==> src/hw/rtl/tfcq_pkg.sv <==
// Package for the touch finger count qualifier.
// Holds the frame and report word types, the touch kind codes and the
// debounce threshold tables. Depends on nothing.
package tfcq_pkg;

  localparam int unsigned ContactLimit = 2;
  localparam int unsigned CoordW = 10;

  localparam logic [3:0] CntMax = 4'd15;
  localparam logic [1:0] MaxIdx = 2'(ContactLimit);
  localparam int unsigned CalBit = 2;

  typedef enum logic [1:0] {
    KindNone   = 2'd0,
    KindSingle = 2'd1,
    KindUnsup  = 2'd2,
    KindDual   = 2'd3
  } touch_kind_e;

  typedef struct packed {
    logic [7:0] gesture_status;
    logic [7:0] first_x_high;
    logic [7:0] first_x_low;
    logic [7:0] first_y_high;
    logic [7:0] first_y_low;
    logic [7:0] second_x_high;
    logic [7:0] second_x_low;
    logic [7:0] second_y_high;
    logic [7:0] second_y_low;
  } frame_t;

  typedef struct packed {
    logic              report_valid;
    logic [1:0]        fingers;
    logic [CoordW-1:0] point_one_x;
    logic [CoordW-1:0] point_one_y;
    logic [CoordW-1:0] point_two_x;
    logic [CoordW-1:0] point_two_y;
    logic              unsupported_touch;
    logic              cal_request;
  } report_t;

  // A coordinate is the high byte shifted up by two, with the low byte ORed in.
  function automatic logic [CoordW-1:0] make_coord(logic [7:0] hi, logic [7:0] lo);
    return {hi, 2'b00} | {2'b00, lo};
  endfunction

  // Event count needed to qualify count cnt_idx, given the previous count.
  function automatic logic [3:0] thr_lookup(logic [1:0] cnt_idx, logic [1:0] prev);
    logic [3:0] thr;
    thr = 4'd0;
    case (cnt_idx)
      2'd0: begin
        case (prev)
          2'd0:    thr = 4'd0;
          2'd1:    thr = 4'd1;
          default: thr = 4'd5;
        endcase
      end
      2'd1: begin
        case (prev)
          2'd0:    thr = 4'd0;
          2'd1:    thr = 4'd0;
          default: thr = 4'd4;
        endcase
      end
      default: begin
        case (prev)
          2'd0:    thr = 4'd10;
          2'd1:    thr = 4'd8;
          default: thr = 4'd0;
        endcase
      end
    endcase
    return thr;
  endfunction

endpackage

==> src/hw/rtl/tfcq_if.sv <==
// Valid/ready channel interfaces for the touch finger count qualifier.
// One carries touch frames in, the other reports out. Depends on tfcq_pkg.
interface tfcq_frame_if;
  logic             valid;
  logic             ready;
  tfcq_pkg::frame_t data;

  modport source (output valid, output data, input ready);
  modport sink (input valid, input data, output ready);
endinterface

interface tfcq_report_if;
  logic              valid;
  logic              ready;
  tfcq_pkg::report_t data;

  modport source (output valid, output data, input ready);
  modport sink (input valid, input data, output ready);
endinterface

==> src/hw/rtl/touch_finger_count_qualifier.sv <==
// Touch finger count qualifier: debounces the finger count of touch frames.
// Depends on tfcq_pkg and on the channel interfaces in tfcq_if.sv.
//
//   channel    direction  word        handshake
//   frame_i    in         frame_t     valid/ready, taken when both high
//   report_o   out        report_t    valid/ready, taken when both high
//
// A frame is taken into an input register, and the qualification logic then
// writes the report register and the counter state from it once the report
// register is free. One frame per cycle is sustained while reports are taken;
// the report word is offered from the report register until it is taken.
// Reset clears both stage valids, the qualified count and the counters.
// A stalled report holds the report register, and the input register then
// holds at most one further frame before ready falls.
module touch_finger_count_qualifier (
  input  logic clk_i,
  input  logic rst_ni,
  tfcq_frame_if.sink    frame_i,
  tfcq_report_if.source report_o
);
  import tfcq_pkg::*;

  logic        in_valid_q;
  frame_t      frm_q;
  logic        out_valid_q;
  report_t     rpt_q;
  report_t     rpt_d;
  logic [1:0]  qf_q;
  logic [1:0]  qf_d;
  logic [3:0]  cnt_q [ContactLimit+1];
  logic [3:0]  cnt_d [ContactLimit+1];

  logic        advance;
  logic        take;
  touch_kind_e kind;
  logic [1:0]  prev;
  logic [1:0]  idx;
  logic        unsup;
  logic [3:0]  cnt_bump;
  logic        qualify;
  logic [CoordW-1:0] p1x, p1y, p2x, p2y;

  assign advance = in_valid_q && (!out_valid_q || report_o.ready);
  assign frame_i.ready = !in_valid_q || advance;
  assign take = frame_i.valid && frame_i.ready;

  always_comb begin
    kind  = touch_kind_e'(frm_q.gesture_status[1:0]);
    prev  = (qf_q > MaxIdx) ? MaxIdx : qf_q;
    unsup = 1'b0;
    idx   = 2'd0;
    case (kind)
      KindNone:   idx = 2'd0;
      KindSingle: idx = 2'd1;
      KindDual:   idx = 2'd2;
      default:    unsup = 1'b1;
    endcase

    cnt_bump = (cnt_q[idx] == CntMax) ? CntMax : cnt_q[idx] + 4'd1;
    qualify  = !unsup && (cnt_bump >= thr_lookup(idx, prev));

    p1x = make_coord(frm_q.first_x_high, frm_q.first_x_low);
    p1y = make_coord(frm_q.first_y_high, frm_q.first_y_low);
    p2x = make_coord(frm_q.second_x_high, frm_q.second_x_low);
    p2y = make_coord(frm_q.second_y_high, frm_q.second_y_low);

    // In single touch, a fully non-zero second point takes the first slot.
    if (idx == 2'd1 && p2x != '0 && p2y != '0) begin
      p1x = p2x;
      p1y = p2y;
    end

    cnt_d = cnt_q;
    qf_d  = qf_q;
    if (!unsup) begin
      cnt_d[idx] = cnt_bump;
      if (qualify) begin
        qf_d = idx;
        if (idx != prev) begin
          for (int i = 0; i <= ContactLimit; i++) begin
            if (2'(i) != idx) begin
              cnt_d[i] = 4'd0;
            end
          end
        end
      end
    end

    rpt_d = '0;
    rpt_d.unsupported_touch = unsup;
    rpt_d.cal_request = !unsup && frm_q.gesture_status[CalBit];
    if (qualify) begin
      rpt_d.report_valid = 1'b1;
      rpt_d.fingers = idx;
      if (idx != 2'd0) begin
        rpt_d.point_one_x = p1x;
        rpt_d.point_one_y = p1y;
      end
      if (idx == 2'd2) begin
        rpt_d.point_two_x = p2x;
        rpt_d.point_two_y = p2y;
      end
    end
  end

  always_ff @(posedge clk_i or negedge rst_ni) begin
    if (!rst_ni) begin
      in_valid_q  <= 1'b0;
      out_valid_q <= 1'b0;
      qf_q        <= 2'd0;
      for (int i = 0; i <= ContactLimit; i++) begin
        cnt_q[i] <= 4'd0;
      end
    end else begin
      if (take) begin
        in_valid_q <= 1'b1;
      end else if (advance) begin
        in_valid_q <= 1'b0;
      end
      if (advance) begin
        out_valid_q <= 1'b1;
        qf_q        <= qf_d;
        cnt_q       <= cnt_d;
      end else if (report_o.ready) begin
        out_valid_q <= 1'b0;
      end
    end
  end

  always_ff @(posedge clk_i) begin
    if (take) begin
      frm_q <= frame_i.data;
    end
    if (advance) begin
      rpt_q <= rpt_d;
    end
  end

  assign report_o.valid = out_valid_q;
  assign report_o.data  = rpt_q;

  a_qf_range : assert property (@(posedge clk_i) disable iff (!rst_ni)
    qf_q != 2'd3)
    else $error("qualified count out of range");

  a_report_matches_state : assert property (@(posedge clk_i) disable iff (!rst_ni)
    out_valid_q && rpt_q.report_valid |-> rpt_q.fingers == qf_q)
    else $error("reported count differs from stored count");

  a_unsup_quiet : assert property (@(posedge clk_i) disable iff (!rst_ni)
    out_valid_q && rpt_q.unsupported_touch |->
      !rpt_q.report_valid && !rpt_q.cal_request)
    else $error("unsupported frame produced a report");

  a_unsup_holds_state : assert property (@(posedge clk_i) disable iff (!rst_ni)
    advance && unsup |=> $stable(qf_q) && $stable(cnt_q[0]) && $stable(cnt_q[1])
      && $stable(cnt_q[2]))
    else $error("unsupported frame changed state");

endmodule
==> src/flat_wrapper.sv <==
// flat-port wrapper written by rule: the top's interface ports become plain ports
module touch_finger_count_qualifier_flat import tfcq_pkg::*;
  (clk_i, rst_ni, frame_i_valid, frame_i_data, frame_i_ready, report_o_valid, report_o_data, report_o_ready);
  tfcq_frame_if frame_i_i ();
  tfcq_report_if report_o_i ();
  input  logic clk_i;
  input  logic rst_ni;
  input wire logic [$bits(frame_i_i.valid)-1:0] frame_i_valid;
  input wire logic [$bits(frame_i_i.data)-1:0] frame_i_data;
  output wire logic [$bits(frame_i_i.ready)-1:0] frame_i_ready;
  output wire logic [$bits(report_o_i.valid)-1:0] report_o_valid;
  output wire logic [$bits(report_o_i.data)-1:0] report_o_data;
  input wire logic [$bits(report_o_i.ready)-1:0] report_o_ready;
  assign frame_i_i.valid = frame_i_valid;
  assign frame_i_i.data = frame_i_data;
  assign frame_i_ready = frame_i_i.ready;
  assign report_o_valid = report_o_i.valid;
  assign report_o_data = report_o_i.data;
  assign report_o_i.ready = report_o_ready;
  touch_finger_count_qualifier u_core (.clk_i(clk_i), .rst_ni(rst_ni), .frame_i(frame_i_i), .report_o(report_o_i));
endmodule
==> config.mk <==
export PLATFORM = sky130hd
export DESIGN_NAME = touch_finger_count_qualifier_flat
export DESIGN_NICKNAME = d
export VERILOG_FILES = /design/src/hw/rtl/tfcq_pkg.sv /design/src/hw/rtl/tfcq_if.sv /design/src/hw/rtl/touch_finger_count_qualifier.sv /design/src/flat_wrapper.sv
export SDC_FILE = /design/constraint.sdc
export NUM_CORES = 1
export LEC_CHECK = 0
export ABC_CLOCK_PERIOD_IN_PS = 3800
export BUFFER_PORTS_ARGS = -buffer_cell sky130_fd_sc_hd__buf_2
export CAP_MARGIN = 40
export CORE_ASPECT_RATIO = 1.25
export CORE_MARGIN = 1
export CORE_UTILIZATION = 53
export CTS_CLUSTER_SIZE = 28
export DETAILED_ROUTE_END_ITERATION = 8
export GPL_ROUTABILITY_DRIVEN = 0
export PLACE_DENSITY_LB_ADDON = 0.08
export SLEW_MARGIN = 20
export SYNTH_ARGS = -nofsm -noshare
export SYNTH_HDL_FRONTEND = slang
export SYNTH_SLANG_ARGS = --single-unit
==> constraint.sdc <==
create_clock -name clk_i -period 3.8 [get_ports clk_i]
set_clock_uncertainty 0.2 [all_clocks]
set_input_delay 0.38 -clock clk_i [delete_from_list [all_inputs] [get_ports clk_i]]
set_output_delay 0.38 -clock clk_i [all_outputs]
set_load 0.1 [all_outputs]
# Word-level counts from Yosys, hierarchy flattened

Cells that the tools add are included.

Input bits: 76
RAM bits: 0
Bits in registers: 128
Memory bits (read-only): 0
Bits in latches: 0
Memories kept: 0

Order comparisons: 4
$mul: 0
Bitwise operators: 5
Add/subtract/negate cells: 1
Shift-type cells: 0
Div/mod/pow operators: 0
Reduce and logical (&&, ||, !) cells: 25
Equal/unequal tests: 9
Muxes and demuxes: 28

Operators by type and width:

| operator            | number |
|---|---|
| $mux 43             | 1 |
| $mux 20             | 2 |
| $or 10x8->10        | 4 |
| $mux 4              | 7 |
| $mux 12             | 2 |
| $mux 10             | 2 |
| $reduce_bool 10->1  | 2 |
| $pmux 4 s2          | 2 |
| $bwmux 12           | 1 |
| $bmux 4 s2          | 1 |
| $demux 4 s2         | 1 |
| $logic_and 1x1->1   | 7 |
| $eq 2x1->1 const B  | 3 |
| $logic_not 2->1     | 3 |
| $pmux 3 s2          | 1 |
| $reduce_and 2->1    | 3 |
| $reduce_bool 2->1   | 3 |
| $mux 1              | 5 |
| $add 4x1->4 const B | 1 |
| $eq 2x2->1 const B  | 2 |
| $eq 4x4->1 const B  | 1 |
| $ge 4x4->1          | 1 |
| $pmux 2 s2          | 1 |
| $ge 3x3->1 const B  | 1 |
| 13 further kinds    | 15 |

# Longest topological paths before layout

Depth in word-level cells: 12
Mapped depth: 17
Depth with buffers taken out: 13

# Worst setup path before layout

Ideal clock, no wire load.

Kind: reg2reg
Start: reg u_core.out_valid_q (netlist: u_core.report_o.valid)
End: reg u_core.frm_q[0] (netlist name), enable pin
Arrival: 3.436 ns
Stages on the path, launching flop included: 3
Setup slack: -0.268 ns
Path through: dfrtp_1 nand3b_1 and2_1

Longest elaborated chain between the ends: 5

Ends and longest elaborated chain:

| item                   | RTL line                            | RTL |
|---|---|---|
| from (decl)            | touch_finger_count_qualifier.sv:25  | `logic out_valid_q;` |
| from (signal assigned) | touch_finger_count_qualifier.sv:109 | `out_valid_q <= 1'b0;` |
| from (signal assigned) | touch_finger_count_qualifier.sv:121 | `out_valid_q <= 1'b1;` |
| from (signal assigned) | touch_finger_count_qualifier.sv:125 | `out_valid_q <= 1'b0;` |
| $logic_not 1->1        | touch_finger_count_qualifier.sv:43  | `assign advance = in_valid_q && (!out_valid_q \|\| report_o.ready);` |
| $logic_or 1x1->1       | touch_finger_count_qualifier.sv:43  |  |
| $logic_and 1x1->1      | touch_finger_count_qualifier.sv:43  |  |
| $logic_or 1x1->1       | touch_finger_count_qualifier.sv:44  | `assign frame_i.ready = !in_valid_q \|\| advance;` |
| net frame_i_ready      | flat_wrapper.sv:10                  | `output wire logic [$bits(frame_i_i.ready)-1:0] frame_i_ready;` |
| $logic_and 1x1->1      | touch_finger_count_qualifier.sv:45  | `assign take = frame_i.valid && frame_i.ready;` |
| net u_core.take        | touch_finger_count_qualifier.sv:34  | `logic take;` |
| to (signal assigned)   | touch_finger_count_qualifier.sv:132 | `frm_q <= frame_i.data;` |
| to (decl)              | touch_finger_count_qualifier.sv:24  | `frame_t frm_q;` |

The timed path passes the listed nets, and every way through them passes these cells.
A chain may end at the register's enable or synchronous reset.

# Final worst setup path

Start: reg u_core.frm_q[65] (netlist name)
End: reg u_core.rpt_q, in the netlist u_core.report_o.data[29], data pin

Longest elaborated chain between the ends: 11

Ends and longest elaborated chain:

| item                                       | RTL line                            | RTL |
|---|---|---|
| $eq 2x2->1 or $eq 2x1->1 (tied branches)   | touch_finger_count_qualifier.sv:52  | `case (kind)` |
| $pmux 2 s2                                 | touch_finger_count_qualifier.sv:52  |  |
| $not 2->3 (implied by the code)            | touch_finger_count_qualifier.sv:59  | `cnt_bump = (cnt_q[idx] == CntMax) ? CntMax : cnt_q[idx] + 4'd1;` |
| $bmux 4 s2                                 | touch_finger_count_qualifier.sv:59  |  |
| $mux 4 (implied by the code) (2 in series) | touch_finger_count_qualifier.sv:59  |  |
| $add 4x1->4 or $eq 4x4->1 (tied branches)  | touch_finger_count_qualifier.sv:59  |  |
| $mux 4                                     | touch_finger_count_qualifier.sv:59  |  |
| $ge 4x4->1                                 | touch_finger_count_qualifier.sv:60  | `qualify = !unsup && (cnt_bump >= thr_lookup(idx, prev));` |
| $logic_and 1x1->1                          | touch_finger_count_qualifier.sv:60  |  |
| $reduce_and 2->1 (no source line)          | n/a                                 |  |
| to (signal assigned)                       | touch_finger_count_qualifier.sv:135 | `rpt_q <= rpt_d;` |
| to (decl)                                  | touch_finger_count_qualifier.sv:26  | `report_t rpt_q;` |

Parallel ways exist; a longest one is shown, timed or not. The select of a mux whose other input is x is not followed.

==> metrics.md <==
| Metric | Value |
|---|---|
| DIE AREA | approximately 9700 um2 |
| Comb pwr share | 0.288 |
| FF-to-FF setup slack | about 370 ps |
| Htree depth | 4 |
| Die Wd | 88.3 um |
| ANT nets after route | 0 |
| Most frequent cells in the layout | buf_2 (117), edfxtp_1 (112), dlygate4sd3_1 (69) |
| Via density | approximately 5.2 |
| Drt first pass iters | 6 |
| PwrDens | 704 nW/um2 |
| Clock transition at path regs | 60 ps |
| Final hold vios | 0 |
| Setup CP Type | flip-flop to flip-flop |
| Layout Nets | 603 |
| Layout cells sized above 1 | 0.320 |
| TritonCTS Buffers | 17 |
| Hold Crit Depth | 3 |
| Switching portion of total power | 0.354 |
| CTS root buffer | clkbuf_16 |
| Sum Neg Setup Slack | 0 ps |
| Max-Cap Viols | 0 |
| Final Max Tran Viols | 0 |
| # setup viols final | 0 |
| Outcome | finished, final reports clean |
| I/O Pins | 123 |
| CP arrival | 3460 ps |
| Syn_area_per_cell | about 16 um2 |
| Die Y | 110 um |
| Synth unique cells | 44 |
| Max Clock Freq | 292 MHz |
| Synth Flop Type | edfxtp_1 |
| DRC Markers | 0 |
| Final min period | 3430 ps |
| Design internal power | 3190 uW |
| Reg2reg path depth | 14 |
| Clock Power Share | 0.335 |
| Post-Syn Nets | approximately 400 |
| Clk buf depth | 2 |
| Via count | between 3000 and 4000 |
| Vias in the first global route | about 3500 |
| Yosys reg bits | approximately 130 |
| Worst Hold Class | primary input to flip-flop |
| # diodes | 0 |
| Port bufs | 117 |
| Wire length per cell | 16.6 um |
| Yosys warns | 0 |
| Clk sink count | 128 |
| Hpwl dp | 6420 um |
| Row cnt | 39 |
| Worst slew pin tran | 605 ps |
| EDFF count, synth | 112 |
| Ys async rst share | 0.125 |
| Final WS setup | 370 ps |
| Routed wire length | 10900 um |
| CTS tree | built |
| Clock latency on the worst-skew pair | slightly above 400 ps |
| Grt ovf | 0 |
| Total track usage | 0.248 |
| Sequential-to-total area share from yosys stat | 0.763 |
| Worst Hold Path EP | u_core.report_o.valid$_DFFE_PN0P_ |
| Mapped Area | between 4000 and 5000 um2 |
| Period utilization | 0.903 |
| Post-synthesis instance total | 316 |
| Psw | 1750 uW |
| Critical path launch point type | flip-flop |
| CP max FO | 20 |
| Leak | between 0.002 and 0.003 uW |
| Area Growth Syn to Fin | 42.2% |
| Largest net degree at the start of global routing | 33 |
| Most common cell after layout, fill and taps aside | buf_2 |
| Initial Utilization | 0.544 |
| First-pass GRT wire length | 17000 um |
| Initial antenna violation count | 0 |
| CP endpoint kind | flip-flop |
| Initial drt markers | 222 |
| VDD IR-drop max | 0.445 mV |
| Worst path required time | 3830 ps |
| R2R Path End | u_core.report_o.data[29]$_SDFFCE_PN0P_ |
| Seq pwr share | 0.377 |
| RSZ-0062 raised after global routing | false |
| Setup WS pre-CTS | roughly 230 ps |
| Worst R2R Start | u_core.frm_q[65]$_DFFE_PP_ |
| Core Box Area | 9080 um2 |
| Hold_sp | report_o_ready |
| Max-Slew Margin vs Limit | 0.596 |
## synthesized netlist by cell type (2+ instances only)
cell type    n  area, um2
a21oi_1      3       15.0
nor4_1       5       31.3
and3_1       8       50.1
or3_1        2       12.5
buf_2        5       25.0
nand2_1     11       41.3
nor3_1      13       65.1
buf_4        2       15.0
mux2i_1     13        130
and2_1       2       12.5
a31oi_1      2       12.5
edfxtp_1   112       3360
nand3_1      2       10.0
o21a_1       2       15.0
o21ai_0      5       25.0
inv_1       10       37.5
o2bb2ai_1   10       87.6
nand2b_1     6       37.5
o22ai_1      2       12.5
a21oi_2      3       26.3
nor2_1      43        161
a211oi_1    11       82.6
dfrtp_1     16        400
a41oi_1      2       17.5
ha_1         5       62.6
clkbuf_1     3       11.3
## sequential cells by signal, summed over array words and instances (netlist names)
name and flops:
u_core.cnt_q 12, u_core.frm_q 67, u_core.in_valid_q 1, u_core.qf_q 2
u_core.report_o.data 45, u_core.report_o.valid 1
## power groups by stage
stage	Sequential [uW]	Combinational, uW	Clock (uW)
floorplan	2480	458	0
global placement	1880	1340	0
detailed placement	1880	1360	0
CTS	1860	1410	1670
global route	1880	1510	1720
finish	1860	1420	1650
## through the flow
stage               std cells  total power (uW)   util  hold slack, ps  instance area (um2)
detailed placement        557              3240  0.630             117                 5720
finish                    658              4940  0.773            54.8                 7020
CTS                       658              4940  0.773            43.8                 7010
floorplan                 316              2940      -            -116                 4940
global route              658              5120  0.773            74.0                 7020
global placement          557              3220  0.630             111                 5720
## cell families (layout without fill, tap and decap cells)
group           Yosys count  in the layout  synth area share
buf+inv                  23            242            0.0251
mux                      13             13            0.0264
flops                   128            128             0.763
simple gates             99             99            0.0964
compound gates           47             47            0.0751
xor+xnor                  1              1           0.00178
fa+ha+maj                 5              5            0.0127
## per-layer routing
layer | global-route usage | share of wire
met3 | 0.0758 | 0.062
met2 | 0.421 | 0.53
met1 | 0.276 | 0.38
met4 | 0.134 | 0.028
met5 | 0 | 0
## cell type report
class                      count  area [um2]
clock inverter                15         183
timing repair buffer         199        1400
sequential                   128        3760
clock buffer                  17         425
inverter                      11        41.3
tap                          123         154
multi-input combinational    165        1050
fill                         555        2060
## worst max path at each step
stage | start | to | slack (ps) | cells past startpoint
floorplan | u_core.report_o.valid$_DFFE_PN0P_ | u_core.frm_q[0]$_DFFE_PP_ | 310 | 2
global placement | u_core.frm_q[65]$_DFFE_PP_ | u_core.report_o.data[26]$_SDFFCE_PN0P_ | 310 | 14
detailed placement | u_core.frm_q[65]$_DFFE_PP_ | u_core.report_o.data[36]$_SDFFCE_PN0P_ | 230 | 14
CTS | u_core.frm_q[65]$_DFFE_PP_ | u_core.report_o.data[29]$_SDFFCE_PN0P_ | 210 | 14
global route | u_core.frm_q[65]$_DFFE_PP_ | u_core.report_o.data[24]$_SDFFCE_PN0P_ | 30 | 14
finish | u_core.frm_q[65]$_DFFE_PP_ | u_core.report_o.data[29]$_SDFFCE_PN0P_ | 370 | 14
## worst max-delay path: stages, from the launching register on
cell and delay (ps):
edfxtp_1 450, mux2i_1 170, a21oi_2 210, ha_1 270
inv_1 70, or3b_1 360, o21ai_0 120, inv_1 80
ha_1 280, o21a_1 100, nor2_1 60, nor2_2 310
nand2_1 160, buf_12 190, a211oi_1 210
## timing repair
action | in CTS | in global routing
hold buffers | 69 | 0
buffers inserted | 0 | 0
hold endpoints to repair | 84 | 0
gates resized for setup | 0 | 1
setup endpoints to repair | 0 | 17
No activity file was read; power rests on OpenSTA's default activity.
